## src/rtl/assert_macros.svh

```systemverilog
// Assertion helpers for the RTL; each expects clk_i and rst_ni in scope.
`ifndef ASSERT_MACROS_SVH
`define ASSERT_MACROS_SVH

// Same-cycle implication, checked outside reset
`define ASSERT_IMP(lbl, ante, cons, msg) \
  lbl: assert property (@(posedge clk_i) disable iff (!rst_ni) (ante) |-> (cons)) \
    else $error(msg);

// Next-cycle implication, checked outside reset
`define ASSERT_NXT(lbl, ante, cons, msg) \
  lbl: assert property (@(posedge clk_i) disable iff (!rst_ni) (ante) |=> (cons)) \
    else $error(msg);

`endif

```

## src/rtl/cfrx_pkg.sv

```systemverilog
`default_nettype none

package cfrx_pkg;

  // Frame geometry
  localparam int MAX_FRAME      = 64;
  localparam int MEM_AW         = $clog2(MAX_FRAME);
  localparam int POS_W          = $clog2(MAX_FRAME + 1);
  localparam int LEN_W          = 16;
  localparam int FRAME_OVERHEAD = 6;
  localparam int MIN_CAPACITY   = 9;
  localparam int MIN_LEN        = 3;
  localparam int PAYLOAD_START  = 6;
  // First position whose arrival adds a settled byte into the checksum
  localparam int SUM_LAG_START  = 7;

  localparam logic [7:0] HDR_FIRST  = 8'hAA;
  localparam logic [7:0] HDR_SECOND = 8'h55;

  // Byte positions with a fixed meaning
  localparam int POS_LEN_LO = 2;
  localparam int POS_LEN_HI = 3;
  localparam int POS_DEVICE = 4;
  localparam int POS_CMD    = 5;

  // Configuration register indexes
  localparam logic REG_CAPACITY = 1'b0;
  localparam logic REG_COMMAND  = 1'b1;

  typedef enum logic [2:0] {
    ST_OK          = 3'd0,
    ST_BAD_TRAILER = 3'd1,
    ST_BAD_SUM     = 3'd2,
    ST_TOO_SHORT   = 3'd3,
    ST_WRONG_CMD   = 3'd4,
    ST_TIMEOUT     = 3'd5
  } status_e;

  typedef enum logic [1:0] {
    CS_IDLE,
    CS_FETCH,
    CS_SEND
  } ctrl_state_e;

  // Controller to datapath
  typedef struct packed {
    logic take;     // accept the word on the input channel
    logic fetch;    // read the current payload byte from the store
    logic advance;  // step to the next payload byte
  } dp_cmd_t;

  // Datapath to controller
  typedef struct packed {
    logic done;     // accepted word produces a result
    logic stream;   // result is a payload stream
    logic last;     // current result word is the final one
  } dp_sts_t;

endpackage

`default_nettype wire

```

## src/rtl/chain_frame_receiver_top.sv

```systemverilog
// A word that ends no frame leaves the parser idle and ready for the next; a status or
// timeout result is valid the cycle after the closing word.
// Throughput: one received word per cycle while parsing; payload words leave one at
//   a time, each read from the store and then sent, as the store has a single read port.
// Reset: parser returns to the header hunt, capacity 64, expected command 0;
//   the frame store is not cleared.
`default_nettype none
`include "assert_macros.svh"

module chain_frame_receiver_top (
  input  logic       clk_i,
  input  logic       rst_ni,
  input  logic       cfg_we_i,
  input  logic       cfg_idx_i,
  input  logic [7:0] cfg_data_i,
  input  logic       in_valid_i,
  output logic       in_ready_o,
  input  logic [7:0] rx_byte_i,
  input  logic       is_timeout_i,
  output logic       out_valid_o,
  input  logic       out_ready_i,
  output logic [2:0] status_o,
  output logic [7:0] device_index_o,
  output logic       has_data_o,
  output logic [7:0] data_byte_o,
  output logic       last_o
);
  import cfrx_pkg::*;

  dp_cmd_t cmd;
  dp_sts_t sts;

  cfrx_ctrl u_ctrl (
    .clk_i       (clk_i),
    .rst_ni      (rst_ni),
    .in_valid_i  (in_valid_i),
    .in_ready_o  (in_ready_o),
    .out_valid_o (out_valid_o),
    .out_ready_i (out_ready_i),
    .sts_i       (sts),
    .cmd_o       (cmd)
  );

  cfrx_datapath u_datapath (
    .clk_i          (clk_i),
    .rst_ni         (rst_ni),
    .cfg_we_i       (cfg_we_i),
    .cfg_idx_i      (cfg_idx_i),
    .cfg_data_i     (cfg_data_i),
    .rx_byte_i      (rx_byte_i),
    .is_timeout_i   (is_timeout_i),
    .cmd_i          (cmd),
    .sts_o          (sts),
    .status_o       (status_o),
    .device_index_o (device_index_o),
    .has_data_o     (has_data_o),
    .data_byte_o    (data_byte_o)
  );

  assign last_o = sts.last;

  // Parsing and sending never overlap
  `ASSERT_IMP(a_no_overlap, in_ready_o, !out_valid_o, "input and output open together")
  // A timeout word reports a timeout next cycle
  `ASSERT_NXT(a_timeout_rep, in_valid_i && in_ready_o && is_timeout_i,
              out_valid_o && status_o == ST_TIMEOUT && last_o, "timeout not reported")
  // A result without data always closes the frame
  `ASSERT_IMP(a_nodata_last, out_valid_o && !has_data_o, last_o, "data-free word not last")
  // The final word returns the block to parsing
  `ASSERT_NXT(a_last_idle, out_valid_o && out_ready_i && last_o, in_ready_o,
              "block not idle after last word")

endmodule

`default_nettype wire

```

## src/rtl/cfrx_datapath.sv

```systemverilog
`default_nettype none

module cfrx_datapath (
  input  logic              clk_i,
  input  logic              rst_ni,
  input  logic              cfg_we_i,
  input  logic              cfg_idx_i,
  input  logic [7:0]        cfg_data_i,
  input  logic [7:0]        rx_byte_i,
  input  logic              is_timeout_i,
  input  cfrx_pkg::dp_cmd_t cmd_i,
  output cfrx_pkg::dp_sts_t sts_o,
  output logic [2:0]        status_o,
  output logic [7:0]        device_index_o,
  output logic              has_data_o,
  output logic [7:0]        data_byte_o
);
  import cfrx_pkg::*;

  logic [7:0]       mem_q [MAX_FRAME];

  logic [6:0]       cap_cfg_q;
  logic [7:0]       cmd_cfg_q;
  logic [POS_W-1:0] pos_q, pos_d;

  logic [7:0]       len_lo_q, len_hi_q, dev_q, cmd_byte_q;
  logic [7:0]       hist1_q, hist2_q, hist3_q, sum_q;
  logic [7:0]       rdata_q;
  logic [MEM_AW-1:0] rd_idx_q, end_idx_q;
  logic             has_data_q;
  status_e          status_q;

  logic [POS_W-1:0] cap, np;
  logic [LEN_W-1:0] len_cur;
  logic [LEN_W:0]   total, cap_ext, np_ext;
  logic [7:0]       sum_chk;
  logic             wr, fin, timeout;
  status_e          fin_status;

  // Clamp the capacity into the legal frame range
  always_comb begin
    if (cap_cfg_q < 7'(MIN_CAPACITY)) begin
      cap = POS_W'(MIN_CAPACITY);
    end else if (POS_W'(cap_cfg_q) > POS_W'(MAX_FRAME)) begin
      cap = POS_W'(MAX_FRAME);
    end else begin
      cap = POS_W'(cap_cfg_q);
    end
  end

  assign np      = pos_q + POS_W'(1);
  assign len_cur = (pos_q == POS_W'(POS_LEN_HI)) ? {rx_byte_i, len_lo_q}
                                                 : {len_hi_q, len_lo_q};
  assign total   = {1'b0, len_cur} + (LEN_W+1)'(FRAME_OVERHEAD);
  assign cap_ext = (LEN_W+1)'(cap);
  assign np_ext  = (LEN_W+1)'(np);
  assign sum_chk = sum_q + ((pos_q >= POS_W'(SUM_LAG_START)) ? hist3_q : 8'd0);
  assign timeout = cmd_i.take && is_timeout_i;

  // Parse one received word
  always_comb begin
    pos_d      = pos_q;
    wr         = 1'b0;
    fin        = 1'b0;
    fin_status = ST_OK;
    if (cmd_i.take) begin
      if (is_timeout_i) begin
        pos_d      = '0;
        fin        = 1'b1;
        fin_status = ST_TIMEOUT;
      end else if (pos_q == '0 && rx_byte_i != HDR_FIRST) begin
        pos_d = '0;
      end else if (pos_q == POS_W'(1) && rx_byte_i != HDR_SECOND) begin
        pos_d = (rx_byte_i == HDR_FIRST) ? POS_W'(1) : '0;
      end else if (pos_q >= cap) begin
        pos_d = '0;
      end else begin
        wr = 1'b1;
        if (np < POS_W'(POS_DEVICE)) begin
          pos_d = np;
        end else if (total > cap_ext) begin
          pos_d = '0;
        end else if (total != np_ext) begin
          pos_d = np;
        end else begin
          pos_d = '0;
          fin   = 1'b1;
          if (hist1_q != HDR_SECOND || rx_byte_i != HDR_FIRST) begin
            fin_status = ST_BAD_TRAILER;
          end else if (sum_chk != hist2_q) begin
            fin_status = ST_BAD_SUM;
          end else if (len_cur < LEN_W'(MIN_LEN)) begin
            fin_status = ST_TOO_SHORT;
          end else if (cmd_byte_q != cmd_cfg_q) begin
            fin_status = ST_WRONG_CMD;
          end else begin
            fin_status = ST_OK;
          end
        end
      end
    end
  end

  assign sts_o.done   = fin;
  assign sts_o.stream = fin && (fin_status == ST_OK) && (len_cur > LEN_W'(MIN_LEN));
  assign sts_o.last   = !has_data_q || (rd_idx_q == end_idx_q);

  // Control registers and configuration
  always_ff @(posedge clk_i or negedge rst_ni) begin
    if (!rst_ni) begin
      pos_q     <= '0;
      cap_cfg_q <= 7'(MAX_FRAME);
      cmd_cfg_q <= '0;
    end else begin
      pos_q <= pos_d;
      if (cfg_we_i) begin
        case (cfg_idx_i)
          REG_CAPACITY: cap_cfg_q <= cfg_data_i[6:0];
          REG_COMMAND:  cmd_cfg_q <= cfg_data_i;
          default:      cmd_cfg_q <= cmd_cfg_q;
        endcase
      end
    end
  end

  // Frame fields, checksum and history
  always_ff @(posedge clk_i) begin
    if (wr) begin
      hist1_q <= rx_byte_i;
      hist2_q <= hist1_q;
      hist3_q <= hist2_q;
      if (pos_q == '0) begin
        sum_q <= '0;
      end else if (pos_q >= POS_W'(SUM_LAG_START)) begin
        sum_q <= sum_q + hist3_q;
      end
      if (pos_q == POS_W'(POS_LEN_LO)) len_lo_q <= rx_byte_i;
      if (pos_q == POS_W'(POS_LEN_HI)) len_hi_q <= rx_byte_i;
      if (pos_q == POS_W'(POS_DEVICE)) dev_q <= rx_byte_i;
      if (pos_q == POS_W'(POS_CMD))    cmd_byte_q <= rx_byte_i;
    end
    if (timeout) begin
      dev_q <= '0;
    end
    if (fin) begin
      status_q   <= fin_status;
      has_data_q <= sts_o.stream;
      rd_idx_q   <= MEM_AW'(PAYLOAD_START);
      end_idx_q  <= len_cur[MEM_AW-1:0] + MEM_AW'(MIN_LEN - 1);
    end else if (cmd_i.advance) begin
      rd_idx_q <= rd_idx_q + MEM_AW'(1);
    end
  end

  // Frame store: write on collect, registered read on fetch
  always_ff @(posedge clk_i) begin
    if (wr) begin
      mem_q[pos_q[MEM_AW-1:0]] <= rx_byte_i;
    end
    if (cmd_i.fetch) begin
      rdata_q <= mem_q[rd_idx_q];
    end
  end

  assign status_o       = status_q;
  assign device_index_o = dev_q;
  assign has_data_o     = has_data_q;
  assign data_byte_o    = has_data_q ? rdata_q : 8'd0;

endmodule

`default_nettype wire

```

## src/rtl/cfrx_ctrl.sv

```systemverilog
`default_nettype none

module cfrx_ctrl (
  input  logic              clk_i,
  input  logic              rst_ni,
  input  logic              in_valid_i,
  output logic              in_ready_o,
  output logic              out_valid_o,
  input  logic              out_ready_i,
  input  cfrx_pkg::dp_sts_t sts_i,
  output cfrx_pkg::dp_cmd_t cmd_o
);
  import cfrx_pkg::*;

  ctrl_state_e state_q, state_d;

  // Hold state
  always_ff @(posedge clk_i or negedge rst_ni) begin
    if (!rst_ni) begin
      state_q <= CS_IDLE;
    end else begin
      state_q <= state_d;
    end
  end

  // Sequence parse, fetch and send
  always_comb begin
    state_d     = state_q;
    cmd_o       = '0;
    in_ready_o  = 1'b0;
    out_valid_o = 1'b0;
    case (state_q)
      CS_IDLE: begin
        in_ready_o = 1'b1;
        if (in_valid_i) begin
          cmd_o.take = 1'b1;
          if (sts_i.stream) begin
            state_d = CS_FETCH;
          end else if (sts_i.done) begin
            state_d = CS_SEND;
          end
        end
      end
      CS_FETCH: begin
        cmd_o.fetch = 1'b1;
        state_d     = CS_SEND;
      end
      CS_SEND: begin
        out_valid_o = 1'b1;
        if (out_ready_i) begin
          if (sts_i.last) begin
            state_d = CS_IDLE;
          end else begin
            cmd_o.advance = 1'b1;
            state_d       = CS_FETCH;
          end
        end
      end
      default: state_d = CS_IDLE;
    endcase
  end

endmodule

`default_nettype wire

```

## config.mk

```make
export PLATFORM = sky130hd
export DESIGN_NAME = chain_frame_receiver_top
export DESIGN_NICKNAME = d
export VERILOG_FILES = /design/src/rtl/cfrx_pkg.sv /design/src/rtl/chain_frame_receiver_top.sv /design/src/rtl/cfrx_datapath.sv /design/src/rtl/cfrx_ctrl.sv
export VERILOG_INCLUDE_DIRS = /design/src /design/src/rtl
export SDC_FILE = /design/constraint.sdc
export NUM_CORES = 1
export LEC_CHECK = 0
export BUFFER_PORTS_ARGS = -buffer_cell sky130_fd_sc_hd__buf_2
export CORE_MARGIN = 2
export CORE_UTILIZATION = 36
export CTS_CLUSTER_DIAMETER = 200
export DETAILED_ROUTE_END_ITERATION = 10
export PLACE_DENSITY_LB_ADDON = 0.12
export SLEW_MARGIN = 5
export SYNTH_ARGS = -nofsm -noshare
export SYNTH_HDL_FRONTEND = slang
export SYNTH_SLANG_ARGS = --single-unit
```

## constraint.sdc

```tcl
create_clock -name clk_i -period 5.95 [get_ports clk_i]
set_input_delay 0.2975 -clock clk_i [delete_from_list [all_inputs] [get_ports clk_i]]
set_output_delay 0.2975 -clock clk_i [all_outputs]
set_load 0.05 [all_outputs]
```

==> summary.txt <==
Critical path
  – Crit-path cells: or3_1 > nor2_1 > o21a_1 > nor2b_1 > ha_1 > fa_1 > a211oi_1 > o21bai_1 > a21oi_1 > xnor2_1 > or4_1 > nor4b_1 > and4bb_2 > a2bb2oi_1
  – Worst Path Arrival: roughly 5.2 ns
  – Startpoint types: flop
  – Critical Path Max Stage Delay: between 0.6 and 0.7 ns
  – Maximum fanout along the worst path: 14
  – Worst path bufs/invs: 0
  – Critical Path Slowest Stage Cell: or3_1
  – R2R Path End: u_ctrl.state_q[0]
  – Crit path max-delay family: simple AND/OR/NAND/NOR gates
  – R2R setup slack: around 1.3 ns
  – CP endpoint kind: flop
  – Worst reg2reg path depth: 14
  – Crit Path Class: flop to flop
  – Reg-to-Reg Start: u_datapath.pos_q[5]
  – Crit path required time: about 6.5 ns

Die
  – Area of the die: 0.07453 mm^2
  – Chip Height: roughly 270 um
  – Chip Width: 273 um
  – Rows: between 90 and 100
  – I/O pin count: 46
  – Initial cell density of the core: 0.3638
  – Area of the core: between 0.07 and 0.08 mm^2

Global route
  – Grt total ovfl: 0
  – Global-route wire length before repair: a little under 100 mm
  – Antenna violations before repair: 3
  – All-layer global routing usage: 0.1798
  – Vias in the first global route: roughly 14000
  – Largest net degree at the start of global routing: between 70 and 80

STA
  – Worst Skew: around 0.025 ns
  – Worst Tran Pin Value: about 1.0 ns
  – Hold violation total from the final report: 0
  – Final Cycle Share: 0.7894
  – Setup TNS: 0 ns
  – Slew HR: 0.3283
  – Final worst slack: approximately 1.3 ns
  – Hold_ws: 0.07728 ns
  – FMAX: around 210 MHz
  – Period minus WS final: 4.697 ns
  – RSZ-0062 raised after global routing: no
  – Slew Limit Fails: 0
  – Setup violators final: 0

Hold path
  – Hold Crit Class: input pin to flop
  – Hold Path End: u_datapath.status_o[1]
  – Min-delay src: is_timeout_i
  – Hold depth: 2

Synth
  – Sequential fraction of the synthesis area: 0.7094
  – Adder-cell share of the synthesized area: 0.01835
  – Mapped Cells: roughly 1400
  – Synth Area in Compound Gates: 0.02805
  – Post-synth top flop: edfxtp_1
  – Synthesized area per cell: ~19 um^2
  – Synth unique cells: 74
  – #FFs+latches synth: around 620
  – Netlist Area Pre-Place: about 0.026 mm^2
  – Synth Area in XOR/XNOR: 0.02051
  – Simple-gate share of the synthesized area: 0.05600
  – Syn nets: about 1400
  – Post-synth EDFFs: approximately 590
  – Mux contribution to synthesized area: 0.1551
  – Share of synthesized registers carrying an async set or reset: 0.03846
  – Synth warn: 0
  – Largest family of logic cells by synthesized area: multiplexers

Cells and area
  – Fill cells: ~6400
  – Share of cells above drive strength 1: 0.2441
  – N_diodes: 0
  – Most common cell after layout, fill and taps aside: edfxtp_1
  – Final Net Count: between 1500 and 2000
  – Post-layout util: 0.4184
  – Most frequent cells in the layout: edfxtp_1, mux4_2, nor2_1, clkbuf_16, buf_2
  – Final non-filler cell total: around 2500
  – Area Growth Syn to Fin: 15.01%

Pwr
  – Switching share of power: 0.2666
  – Clk pwr share: 0.376
  – Switching pwr: between 3 and 4 mW
  – Leakage: between 9 and 10 nW
  – Peak VDD IR: about 200 uV
  – Reg power frac: 0.424
  – Comb power frac: 0.200
  – PwrDens: 402.9 mW/mm^2
  – Internal: ~8.9 mW

Clock tree
  – Max Root-Sink Buffers: 3
  – Cts repair resizes: 0
  – Clk sink count: about 620
  – Cts bufs inserted: 71
  – Root Buffer: clkbuf_16
  – Reg clk slew, reported paths: 0.06 ns
  – CTS tree: built
  – H-tree levels: 3
  – Clk_lat worst skew: about 0.61 ns

Place
  – DP Cell Count: 2342
  – Pre-CTS WS: approximately 1.3 ns
  – Post-DP HPWL: approximately 40 mm
  – Routability cong.: 0.7959
  – I/O Buffers: 45

Routing
  – Routed WL: 65.54 mm
  – TritonRoute pass-1 iters: 7
  – DR DRC count: 0
  – ANT nets after route: 0
  – Via count: 13290
  – DR vias/cell: ~5.4
  – WL/cell: approximately 26 um
  – Drt initial violations: ~1200

Job
  – Max cap viols: 0

Outcome
  – Status: completed
[Yosys cell counts, drive strengths merged, types with 3 or more instances]
cell type  instances  area (um^2)
edfxtp           586        17600
mux2              14        157.7
or3b               3        26.28
buf               28        117.6
o31ai              4        43.79
or4                7        57.56
dfxtp             14        280.3
clkbuf            39        146.4
nand2b             6        37.54
o41ai              5        43.79
a211o              3        26.28
nand3b             4        42.54
nand4             10        62.56
o21ai             18        90.09
and2              12        75.07
mux2i             10        100.1
and3               7        43.79
a21o               6        45.04
o21bai             3        22.52
a21oi             17        85.08
nor3              11        55.05
ha                35        437.9
dfrtp             23        575.6
nand3             30        162.7
nand2             40        150.1
o211ai             6        45.04
a211oi             6        45.04
a21boi             3        22.52
mux4             168         3784
nor2b             13        81.33
xnor2             36        315.3
xor2              25        219.0
a31oi              3        18.77
or3                6        37.54
or2                4        25.02
nor2             117        446.7
inv               17        63.81
o21a               7        52.55
nor4               8        65.06
o22ai              5        31.28
a221o              3        30.03
[metal layers]
metal / global-route usage / up-vias / part of all wire
li1: - / 5820 / -
met1: 0.2428 / 6990 / 0.44
met2: 0.2965 / 382 / 0.49
met3: 0.03813 / 94 / 0.053
met4: 0.04745 / 0 / 0.024
met5: 0 / - / 0
[area by class of cell]
type	count	area, um^2	area share
repair buffers	82	568.0	0.01896
inverters	17	63.81	0.002130
clock inverters	36	523.0	0.01746
flip-flops and latches	624	18490	0.6171
multi-input cells	680	7243	0.2418
clock buffers	89	1886	0.06293
well taps	950	1189	0.03967
[cell families after synthesis]
kind of cell,after synthesis
XOR/XNOR,61
adder cells (fa/ha/maj),37
AO/OA/AOI/OAI,103
buffers and inverters,84
AND/OR/NAND/NOR,287
flip-flops,624
multiplexers,192
[through the flow]
step | power [mW] | instance area, um^2
2_1_floorplan | 6.648 | 26050
3_3_place_gp | 7.691 | 27440
3_5_place_dp | 7.687 | 27440
4_1_cts | 12.24 | 29960
5_1_grt | 12.51 | 29960
6_report | 12.07 | 29960
[power groups by stage]
stage               logic (mW)  clock network, mW  registers [mW]
finish                    2.42               4.54            5.11
global route              2.57               4.80            5.14
CTS                       2.49               4.64            5.12
detailed placement        2.48                  0            5.21
global placement          2.48                  0            5.21
floorplan                 1.62                  0            5.03
[repair_timing]
item | CTS | global route
hold endpoints to repair | 40 | 0
endpoints found under the setup margin | 0 | 0
setup buffers | 0 | 0
hold buffers | 11 | 0
[sequential cells by signal (all words and copies together), names as in the netlist, 8 cells and up]
| name | cells |
|---|---|
| u_datapath.hist2_q | 8 |
| u_datapath.cmd_byte_q | 8 |
| u_datapath.device_index_o | 8 |
| u_datapath.hist1_q | 8 |
| u_datapath.mem_q | 512 |
| u_datapath.len_lo_q | 8 |
| u_datapath.sum_q | 8 |
| u_datapath.rdata_q | 8 |
| u_datapath.hist3_q | 8 |
| u_datapath.len_hi_q | 8 |
| u_datapath.cmd_cfg_q | 8 |
[worst max path at each step]
| stage | startpoint | to | slack [ns] | depth (start not counted) |
|---|---|---|---|---|
| floorplan | u_datapath.pos_q[3] | u_ctrl.state_q[0] | 1.77 | 16 |
| global placement | u_datapath.pos_q[5] | u_ctrl.state_q[0] | 1.32 | 14 |
| detailed placement | u_datapath.pos_q[5] | u_ctrl.state_q[0] | 1.26 | 14 |
| CTS | u_datapath.pos_q[5] | u_ctrl.state_q[0] | 1.26 | 14 |
| global route | u_datapath.pos_q[5] | u_ctrl.state_q[0] | 0.90 | 14 |
| finish | u_datapath.pos_q[5] | u_ctrl.state_q[0] | 1.25 | 14 |
Note: power is estimated with default switching activity, not from simulation.
